--- config.mk ---
export PLATFORM = sky130hd
export DESIGN_NAME = weighted_random_select
export DESIGN_NICKNAME = d
export VERILOG_FILES = /design/src/hw/rtl/wrs_pkg.sv /design/src/hw/rtl/wrs_wmem.sv /design/src/hw/rtl/weighted_random_select.sv
export SDC_FILE = /design/constraint.sdc
export NUM_CORES = 1
export LEC_CHECK = 0
export BUFFER_PORTS_ARGS = -buffer_cell sky130_fd_sc_hd__buf_2
export CORE_UTILIZATION = 50
export CTS_CLUSTER_SIZE = 14
export DETAILED_ROUTE_END_ITERATION = 6
export PLACE_DENSITY = 0.65
export SLEW_MARGIN = 20
export SYNTH_ARGS = -nofsm -noshare
export SYNTH_HDL_FRONTEND = slang
export SYNTH_SLANG_ARGS = --single-unit
--- constraint.sdc ---
create_clock -name i_clk -period 10.65 [get_ports i_clk]
set_clock_uncertainty 0.15 [all_clocks]
set_input_delay 2.13 -clock i_clk [delete_from_list [all_inputs] [get_ports i_clk]]
set_output_delay 2.13 -clock i_clk [all_outputs]
set_load 0.02 [all_outputs]
--- src/hw/rtl/wrs_pkg.sv ---
// Shared types and constants for the weighted random select block.
package wrs_pkg;

    localparam int WEIGHT_IN_W = 16;
    localparam int DRAW_W      = 16;
    localparam int IDX_W       = 6;
    localparam int MUL_CNT_W   = 4;   // counts the DRAW_W multiply steps

    typedef struct packed {
        logic [WEIGHT_IN_W-1:0] weight;
        logic [DRAW_W-1:0]      random_draw;
        logic                   last_weight;
    } t_wrs_in;

    typedef struct packed {
        logic [IDX_W-1:0] selected_index;
        logic             list_overflowed;
    } t_wrs_out;

    typedef enum logic [1:0] {
        ST_IDLE,
        ST_MUL,
        ST_SCAN,
        ST_OUT
    } t_wrs_state;

endpackage

--- src/hw/rtl/wrs_wmem.sv ---
// Weight store: one write port, one registered read port.
module wrs_wmem #(
    parameter int DEPTH  = 64,
    parameter int WIDTH  = 16,
    parameter int ADDR_W = 6
) (
    input  logic              i_clk,
    input  logic              i_we,
    input  logic [ADDR_W-1:0] i_waddr,
    input  logic [WIDTH-1:0]  i_wdata,
    input  logic [ADDR_W-1:0] i_raddr,
    output logic [WIDTH-1:0]  o_rdata
);

    logic [WIDTH-1:0] r_mem [DEPTH];
    logic [WIDTH-1:0] r_rdata;

    always_ff @(posedge i_clk) begin
        if (i_we) begin
            r_mem[i_waddr] <= i_wdata;
        end
    end

    always_ff @(posedge i_clk) begin
        r_rdata <= r_mem[i_raddr];
    end

    assign o_rdata = r_rdata;

endmodule

--- src/hw/rtl/weighted_random_select.sv ---
// Roulette-wheel selection over a stored list of unsigned weights.
//
//   channel | direction | handshake                      | payload
//   --------+-----------+--------------------------------+----------
//   in      | input     | i_in_valid / o_in_stall        | t_wrs_in
//   out     | output    | o_out_valid / i_out_stall      | t_wrs_out
//
// A non-final weight is taken and the block stays ready for the next one.
// The final item starts a shift-add multiply (one draw bit per cycle on
// the shared adder) and then a prefix-sum scan that reads one stored
// weight per cycle. The input is stalled from the final item until its
// result is taken. Reset is synchronous and clears the list; the weight
// store is not cleared.
module weighted_random_select
    import wrs_pkg::*;
#(
    parameter int MAX_ITEMS   = 64,
    parameter int WEIGHT_BITS = 16
) (
    input  logic     i_clk,
    input  logic     i_rst_n,
    input  logic     i_in_valid,
    output logic     o_in_stall,
    input  t_wrs_in  i_in,
    output logic     o_out_valid,
    input  logic     i_out_stall,
    output t_wrs_out o_out
);

    localparam int AW    = $clog2(MAX_ITEMS);
    localparam int CW    = $clog2(MAX_ITEMS + 1);
    localparam int TW    = WEIGHT_BITS + AW;
    localparam int ACC_W = TW + DRAW_W;

    t_wrs_state r_state, n_state;
    logic [CW-1:0]        r_count, n_count;
    logic [TW-1:0]        r_total, n_total;
    logic                 r_ovf, n_ovf;
    logic                 r_out_valid, n_out_valid;
    logic [MUL_CNT_W-1:0] r_mcnt, n_mcnt;
    logic [ACC_W-1:0]     r_acc, n_acc;
    logic [DRAW_W-1:0]    r_draw, n_draw;
    logic [AW-1:0]        r_idx, n_idx;
    logic [TW-1:0]        r_prefix, n_prefix;
    t_wrs_out             r_out, n_out;

    logic [WEIGHT_BITS-1:0] w_eff;
    logic [WEIGHT_BITS-1:0] rdata;
    logic [AW-1:0]          rd_addr;
    logic                   mem_we;
    logic                   in_acc;
    logic [TW-1:0]          add_a, add_b;
    logic [TW:0]            add_sum;
    logic [TW-1:0]          thr;

    assign w_eff      = WEIGHT_BITS'(i_in.weight);
    assign o_in_stall = (r_state != ST_IDLE);
    assign in_acc     = i_in_valid && !o_in_stall;
    assign thr        = r_acc[ACC_W-1:DRAW_W];

    // the one adder, shared by loading, multiplying and scanning
    assign add_sum = {1'b0, add_a} + {1'b0, add_b};

    wrs_wmem #(
        .DEPTH  (MAX_ITEMS),
        .WIDTH  (WEIGHT_BITS),
        .ADDR_W (AW)
    ) u_wmem (
        .i_clk   (i_clk),
        .i_we    (mem_we),
        .i_waddr (r_count[AW-1:0]),
        .i_wdata (w_eff),
        .i_raddr (rd_addr),
        .o_rdata (rdata)
    );

    always_ff @(posedge i_clk) begin
        if (!i_rst_n) begin
            r_state     <= ST_IDLE;
            r_count     <= '0;
            r_total     <= '0;
            r_ovf       <= 1'b0;
            r_out_valid <= 1'b0;
            r_mcnt      <= '0;
        end else begin
            r_state     <= n_state;
            r_count     <= n_count;
            r_total     <= n_total;
            r_ovf       <= n_ovf;
            r_out_valid <= n_out_valid;
            r_mcnt      <= n_mcnt;
        end
    end

    always_ff @(posedge i_clk) begin
        r_acc    <= n_acc;
        r_draw   <= n_draw;
        r_idx    <= n_idx;
        r_prefix <= n_prefix;
        r_out    <= n_out;
    end

    always_comb begin
        n_state     = r_state;
        n_count     = r_count;
        n_total     = r_total;
        n_ovf       = r_ovf;
        n_out_valid = r_out_valid;
        n_mcnt      = r_mcnt;
        n_acc       = r_acc;
        n_draw      = r_draw;
        n_idx       = r_idx;
        n_prefix    = r_prefix;
        n_out       = r_out;
        add_a       = '0;
        add_b       = '0;
        mem_we      = 1'b0;
        rd_addr     = '0;

        unique case (r_state)
            ST_IDLE: begin
                add_a = r_total;
                add_b = TW'(w_eff);
                if (in_acc) begin
                    if (r_count < CW'(MAX_ITEMS)) begin
                        mem_we  = 1'b1;
                        n_count = r_count + CW'(1);
                        n_total = add_sum[TW-1:0];
                    end else begin
                        n_ovf = 1'b1;
                    end
                    if (i_in.last_weight) begin
                        n_state = ST_MUL;
                        n_acc   = '0;
                        n_draw  = i_in.random_draw;
                        n_mcnt  = '0;
                    end
                end
            end

            ST_MUL: begin
                // LSB-first shift-add: high part accumulates, product shifts right
                add_a  = r_acc[ACC_W-1:DRAW_W];
                add_b  = r_draw[0] ? r_total : '0;
                n_acc  = {add_sum, r_acc[DRAW_W-1:1]};
                n_draw = r_draw >> 1;
                n_mcnt = r_mcnt + MUL_CNT_W'(1);
                // keep reading entry 0 so it is ready when the scan starts
                rd_addr = '0;
                if (r_mcnt == '1) begin
                    n_state  = ST_SCAN;
                    n_idx    = '0;
                    n_prefix = '0;
                end
            end

            ST_SCAN: begin
                add_a    = r_prefix;
                add_b    = TW'(rdata);
                n_prefix = add_sum[TW-1:0];
                n_idx    = r_idx + AW'(1);
                rd_addr  = r_idx + AW'(1);
                if ((add_sum >= {1'b0, thr}) ||
                    (CW'(r_idx) + CW'(1) == r_count)) begin
                    n_out.selected_index  = IDX_W'(r_idx);
                    n_out.list_overflowed = r_ovf;
                    n_out_valid = 1'b1;
                    n_count     = '0;
                    n_total     = '0;
                    n_ovf       = 1'b0;
                    n_state     = ST_OUT;
                end
            end

            ST_OUT: begin
                if (!i_out_stall) begin
                    n_out_valid = 1'b0;
                    n_state     = ST_IDLE;
                end
            end

            default: begin
                n_state = ST_IDLE;
            end
        endcase
    end

    assign o_out_valid = r_out_valid;
    assign o_out       = r_out;

endmodule
=== Yosys cells after proc, flatten, opt, wreduce, memory -nomap -nowiden ===
Memory sizes are Yosys's and may differ from the RTL's. A register that Yosys moved wholly into a read port is not among the register bits.
Cells that the tools add are included.
W data, S select, Z words.

* Bits in registers: 126
* Latch bits: 0
* RAM bits: 1024
* Bits in read-only memories: 0
* Input port bits: 37
* Output and inout port bits: 9
* Logic and storage cells: 91
* Memories: 1

{| class="wikitable"
|+ Memories
! memory !! words !! bits a word !! rd ports !! clocked after memory_dff !! wr ports !! line !! text
|-
| u_wmem.r_mem || 64 || 16 || 1 || 1 || 1 || wrs_wmem.sv:15 || <nowiki>logic [WIDTH-1:0] r_mem [DEPTH];</nowiki>
|}

* $add $sub $neg: 5
* Multipliers: 0
* Divide/modulo/power cells: 0
* Magnitude comparators: 2
* Eq/ne operators: 12
* Shift operators: 0
* Muxes and demuxes: 43
* Bitwise operators: 0
* Reductions and logical operators: 16

{| class="wikitable"
|+ Operators by type and width
! cell !! count
|-
| $pmux W22 S3 || 2
|-
| $mux W22 || 5
|-
| $pmux W22 S2 || 2
|-
| $mux W38 || 2
|-
| $pmux W38 S2 || 1
|-
| $mux W16 || 2
|-
| $pmux W16 S2 || 1
|-
| $add A22 B22 Y23 || 1
|-
| $ge A23 B22 Y1 || 1
|-
| $mux W7 || 3
|-
| $ne A2 B2 Y1 const B || 7
|-
| $pmux W7 S2 || 1
|-
| $mux W6 || 2
|-
| $pmux W6 S2 || 1
|-
| $mux W1 || 10
|-
| $mux W2 || 5
|-
| $reduce_bool A2 Y1 || 5
|-
| $mux W4 || 2
|-
| $pmux W2 S4 || 1
|-
| $pmux W4 S2 || 1
|-
| $reduce_and A4 Y1 || 2
|-
| $add A6 B1 Y7 const B || 1
|-
| $add A7 B1 Y7 const B || 1
|-
| $eq A7 B7 Y1 || 1
|-
| other kinds (14) || 18
|}

=== Depth between registers and ports, before layout ===
* Word-level depth: 7
* Gate-level depth with buffers: 28
* Gate-level depth less buffers: 24

=== Cells and area by module ===
From an unflattened synthesis, not the netlist that was laid out.

* Cells, all modules: 2562
* Area total of the unflattened synthesis: 47050.1 um2

{| class="wikitable"
|+ By module, submodules not included
! module !! times used !! cells an instance !! area an instance (um2) !! sequential area each (um2)
|-
| wrs_wmem || 1 || 1829 || 40042.2 || 31069.8
|-
| weighted_random_select || 1 || 733 || 7008.0 || 2932.8
|}

=== Least setup slack after synthesis ===
OpenSTA, ideal clock, no wires.

* Path type: input -> register
* Start: input i_in[17] in the netlist's numbering
* End: register r_total[18]
* Library setup time: 0.123 ns
* Data arrival time: 6.225 ns
* Required time: 10.377 ns
* Path slack: 4.151 ns
* Stages: 22
* Buffers on the path: 1
* Cell sequence: a222oi_1 nor2_1 ha_1 inv_1 fa_1 nor2b_1 o31a_1 o21ai_2 a211oi_2 o31a_1 or4b_1 nand3_1 ha_1 and4_1 and3_1 a211oi_1 nand2_1 o21ai_0 and2_4 a31oi_4 buf_6 mux2_1

* Word-level cells in the longest chain between the ends: 6
* Elaborated cells on any way between the ends: 9
* Those cells by class: add/sub: 1; order compare: 1; eq/ne: 1; mux: 4; reduce/logical: 2

{| class="wikitable"
|+ Ends and longest elaborated chain
! what !! line !! text
|-
| start: declaration || weighted_random_select.sv:24 || <nowiki>input t_wrs_in i_in,</nowiki>
|-
| $pmux W22 S3 || weighted_random_select.sv:120 || <nowiki>unique case (r_state)</nowiki>
|-
| $add A22 B22 Y23 || weighted_random_select.sv:62 || <nowiki>assign add_sum = {1'b0, add_a} + {1'b0, add_b};</nowiki>
|-
| named net add_sum[14] || weighted_random_select.sv:53 || <nowiki>logic [TW:0] add_sum;</nowiki>
|-
| $ge A23 B22 Y1 || weighted_random_select.sv:163 || <nowiki>if ((add_sum >= {1'b0, thr}) ||</nowiki>
|-
| $logic_or A1 B1 Y1 || weighted_random_select.sv:163 ||
|-
| $ne A2 B2 Y1 (no source line) || n/a ||
|-
| $reduce_and A4 Y1 (no source line) || n/a ||
|-
| end signal: assignment || weighted_random_select.sv:88 || <nowiki>r_total <= n_total;</nowiki>
|-
| end: declaration || weighted_random_select.sv:37 || <nowiki>logic [TW-1:0] r_total, n_total;</nowiki>
|}

The timed path passes the listed nets, and every way through them passes these cells. The select of a mux whose other input is x is not followed.
A chain may end at the register's enable or synchronous reset.

=== Worst setup path after layout ===
Same ends and word-level chain as after synthesis.

==> impl_results.rst <==
.. list-table::
   :header-rows: 1

   * - Metric
     - Value
   * - Run status
     - finished, final reports clean
   * - Slew at the pin closest to its max-slew limit
     - 1141 ps
   * - Core Util, Final
     - roughly 56%
   * - Total count of max-transition violations in the final report
     - 0
   * - Fin crit period
     - 7842 ps
   * - Post-CTS resize count
     - 0
   * - Nature of the critical path endpoint
     - flop
   * - Detail Placement HPWL
     - 73.95 mm
   * - Remaining max-slew budget at the tightest pin
     - 23.88%
   * - Clk root buf
     - sky130_fd_sc_hd__clkbuf_16
   * - Longest Clk Path Bufs
     - 3
   * - Leading post-synthesis cells by instance count
     - sky130_fd_sc_hd__edfxtp_1, sky130_fd_sc_hd__nand2_1, sky130_fd_sc_hd__mux2i_1, sky130_fd_sc_hd__clkbuf_1, sky130_fd_sc_hd__a211oi_1
   * - Reported leakage power
     - between 15 and 20 nW
   * - Global placer's final weighted congestion
     - 0.9071
   * - DRC violation count after routing
     - 0
   * - Global route overflow
     - 0
   * - Global-route total usage across every layer
     - 26.14%
   * - Final worst-path cycle share
     - between 70% and 80%
   * - NumNets Final
     - 3484
   * - Startpoint class of the critical path
     - input port
   * - Die Width
     - 311.9 µm
   * - Worst hold path type
     - flop to flop
   * - Hold-fix buffers, CTS
     - 0
   * - Max Clock Freq
     - 0.1275 GHz
   * - Initial Utilization
     - between 50 and 60%
   * - Setup repair after global routing missed its margin
     - false
   * - Synth Net Count
     - 3449
   * - Number of antenna violations at the first check in global routing
     - 2
   * - Sink count of the clock tree
     - ~1200
   * - P per Cell Area
     - roughly 240 nW/µm²
   * - Area contributors post-synth
     - sky130_fd_sc_hd__edfxtp_1, sky130_fd_sc_hd__nand2_1, sky130_fd_sc_hd__mux2i_1, sky130_fd_sc_hd__a211oi_1, sky130_fd_sc_hd__dfxtp_1
   * - Layout cells sized above 1
     - roughly 12%
   * - Count of input and output buffers
     - 45
   * - First drt pass iteration count
     - 6
   * - Area growth from synthesis to layout
     - 11.63%
   * - TritonCTS Buffers
     - 113
   * - Instance count of the mapped netlist
     - 3359
   * - # H-tree levels
     - 3
   * - Warnings, synthesis
     - 0
   * - Count of standard-cell rows
     - 113
   * - Number of vias after detailed routing
     - 29830
   * - Area of the placeable core
     - 95010 µm²
   * - Mean instance size in the synthesized netlist
     - 14.29 µm²
   * - Detail-routed via count per cell
     - 6.274
   * - Fill cells
     - between 7000 and 8000
   * - Worst ir drop on vdd
     - 0.1493 mV
   * - DRT antenna net count
     - 0
   * - Total wirelength of the detailed-routed design
     - 128.0 mm
   * - Sequential cell area fraction in the yosys report
     - 70.82%
   * - Number of setup buffers added after CTS
     - 0
   * - Clock transition at the registers of the reported paths
     - 60 ps
   * - TritonCTS clock tree
     - yes
   * - Clock network latency to the later pin of the worst-skew pair
     - 730 ps
   * - Cell type with the largest total area after synthesis
     - sky130_fd_sc_hd__edfxtp_1
   * - Post-Synthesis Cell Area
     - 48010 µm²
   * - Global-route wire length before repair
     - 189.8 mm
   * - Hold violation total from the final report
     - 0
   * - Arrival time of the worst setup path
     - 8270 ps
   * - Post-synth top flop
     - sky130_fd_sc_hd__edfxtp_1
   * - Max FO, Critical Path
     - 65
   * - Number of global-route vias before repair
     - 29420
   * - DIE AREA
     - 97270 µm²
   * - Required time at the endpoint of the critical path
     - roughly 11000 ps
   * - Leading cell type by number of instances after synthesis
     - sky130_fd_sc_hd__edfxtp_1
   * - Netlist cell types
     - 72
   * - FFs w/ async S/R, synth
     - 0%
   * - Combined area of the multi-input logic cells
     - 12950 µm²
   * - Antenna fix cells
     - 0
   * - Sequential cell area in the final layout
     - 34000 µm²
   * - Floorplan die height
     - ~310 µm
   * - Number of I/O pins
     - 46
   * - Total setup violations reported at the end of the flow
     - 0
   * - Fraction of synthesized cell area taken by the top area cell type
     - 68.61%
   * - Setup total negative slack
     - 0 ps
   * - Reported max-cap violation count
     - 0
   * - Flops & latches, synth
     - 1150
   * - Count of flip-flops with a built-in enable after synthesis
     - 1097
   * - Largest net degree at the start of global routing
     - 152
   * - Class of the most critical setup path
     - input port to flop
   * - Starting DRC count in detailed routing
     - between 3000 and 4000
   * - WL per Instance
     - between 20 and 30 µm
state kept, by name (all words and copies together), names as in the netlist:
register / cells
u_wmem.r_mem: 1024
r_acc: 22
r_prefix: 22
r_total: 22
r_draw: 16
u_wmem.o_rdata: 16
o_out: 7
r_count: 7
r_idx: 6
r_mcnt: 4
r_state: 2
o_out_valid: 1
r_ovf: 1
per-stage QoR:
step | hold slack (ps) | total power, W | worst slack, ps | area (µm²) | cells
after floorplan | 280.8 | 0.007520 | 4151 | 48010 | 3359
after global placement | 294.1 | 0.008596 | 2292 | 49800 | 4544
after detailed placement | 303.8 | 0.008648 | 2095 | 49800 | 4544
after CTS | 317.6 | 0.01264 | 2847 | 53570 | 4754
after global routing | 336.0 | 0.01311 | 2372 | 53600 | 4754
final | 321.6 | 0.01264 | 2808 | 53600 | 4754
path summary, 6_finish.rpt:
kind | from | to | slack [ps] | cells past startpoint
min reg2reg | r_ovf | o_out[0] | 320 | 0
min | r_ovf | o_out[0] | 320 | 0
max reg2reg | r_state[1] | r_total[18] | 2910 | 25
max | i_in[17] | r_total[18] | 2810 | 24
worst max-delay path, cell delays in order:
cell	delay, ps
sky130_fd_sc_hd__buf_2	80
sky130_fd_sc_hd__buf_4	520
sky130_fd_sc_hd__a222oi_1	230
sky130_fd_sc_hd__nor2_1	140
sky130_fd_sc_hd__ha_1	210
sky130_fd_sc_hd__inv_1	70
sky130_fd_sc_hd__fa_1	450
sky130_fd_sc_hd__nor2b_1	210
sky130_fd_sc_hd__o31a_1	200
sky130_fd_sc_hd__o21ai_2	110
sky130_fd_sc_hd__a211oi_2	480
sky130_fd_sc_hd__o31a_1	260
sky130_fd_sc_hd__or4b_1	180
sky130_fd_sc_hd__nand3_1	150
sky130_fd_sc_hd__ha_1	360
sky130_fd_sc_hd__and4_1	200
sky130_fd_sc_hd__and3_1	180
sky130_fd_sc_hd__o21ai_0	90
sky130_fd_sc_hd__a31oi_1	170
sky130_fd_sc_hd__o21ai_0	180
sky130_fd_sc_hd__and2_4	200
sky130_fd_sc_hd__a31oi_4	790
sky130_fd_sc_hd__buf_4	340
sky130_fd_sc_hd__mux2_1	330
metal layers:
layer | share of wire, % | vias up | track usage [%]
met2 | 47 | 1382 | 41.59
li1 | - | 13110 | -
met3 | 8.3 | 222 | 4.199
met4 | 3.4 | 2 | 9.960
met1 | 41 | 15110 | 36.29
met5 | 0.010 | - | 0
area by class of cell:
| class | instances | area share, % |
|---|---|---|
| sequential | 1150 | 63.44 |
| tap | 1265 | 2.953 |
| clock inverter | 68 | 1.408 |
| clock buffer | 142 | 5.629 |
| timing repair buffer | 154 | 2.045 |
| multi-input combinational | 1925 | 24.16 |
| inverter | 50 | 0.3642 |
kinds of logic (layout without fill, tap and decap cells):
kind of cell    after synthesis  in the layout  share of synthesized area (%)
xor+xnor                     20             20                         0.3805
mux                         237            237                          5.962
fa+ha+maj                    53             53                          1.397
simple gates                921            921                          8.521
buf+inv                     284            414                          2.476
compound gates              694            694                          10.44
flops                      1150           1150                          70.82
placed cells by master (no fill, tap or decap), types with 21 or more instances in the layout:
cell / instances
sky130_fd_sc_hd__o221ai_1: 40
sky130_fd_sc_hd__nor2b_1: 112
sky130_fd_sc_hd__clkbuf_16: 113
sky130_fd_sc_hd__o21ai_0: 62
sky130_fd_sc_hd__inv_1: 46
sky130_fd_sc_hd__dfxtp_1: 53
sky130_fd_sc_hd__a311oi_1: 115
sky130_fd_sc_hd__mux4_2: 35
sky130_fd_sc_hd__ha_1: 51
sky130_fd_sc_hd__clkinv_2: 24
sky130_fd_sc_hd__and2_1: 40
sky130_fd_sc_hd__clkbuf_1: 21
sky130_fd_sc_hd__clkinv_1: 23
sky130_fd_sc_hd__buf_2: 44
sky130_fd_sc_hd__a21oi_1: 110
sky130_fd_sc_hd__edfxtp_1: 1097
sky130_fd_sc_hd__a222oi_1: 37
sky130_fd_sc_hd__a31oi_1: 68
sky130_fd_sc_hd__buf_4: 106
sky130_fd_sc_hd__o211ai_1: 52
sky130_fd_sc_hd__nor2_1: 130
sky130_fd_sc_hd__nand2_1: 489
sky130_fd_sc_hd__mux2i_1: 183
sky130_fd_sc_hd__a211oi_1: 150
sky130_fd_sc_hd__nand3_1: 89
power breakdown:
| part | leakage [nW] | switching [W] | internal (W) |
|---|---|---|---|
| registers | 10.3 | 0.0000993 | 0.00518 |
| clock network | 1.84 | 0.00172 | 0.00230 |
| logic | 5.88 | 0.00225 | 0.00108 |
| total | 18.1 | 0.00407 | 0.00857 |
Note: power is estimated with default switching activity, not from simulation.
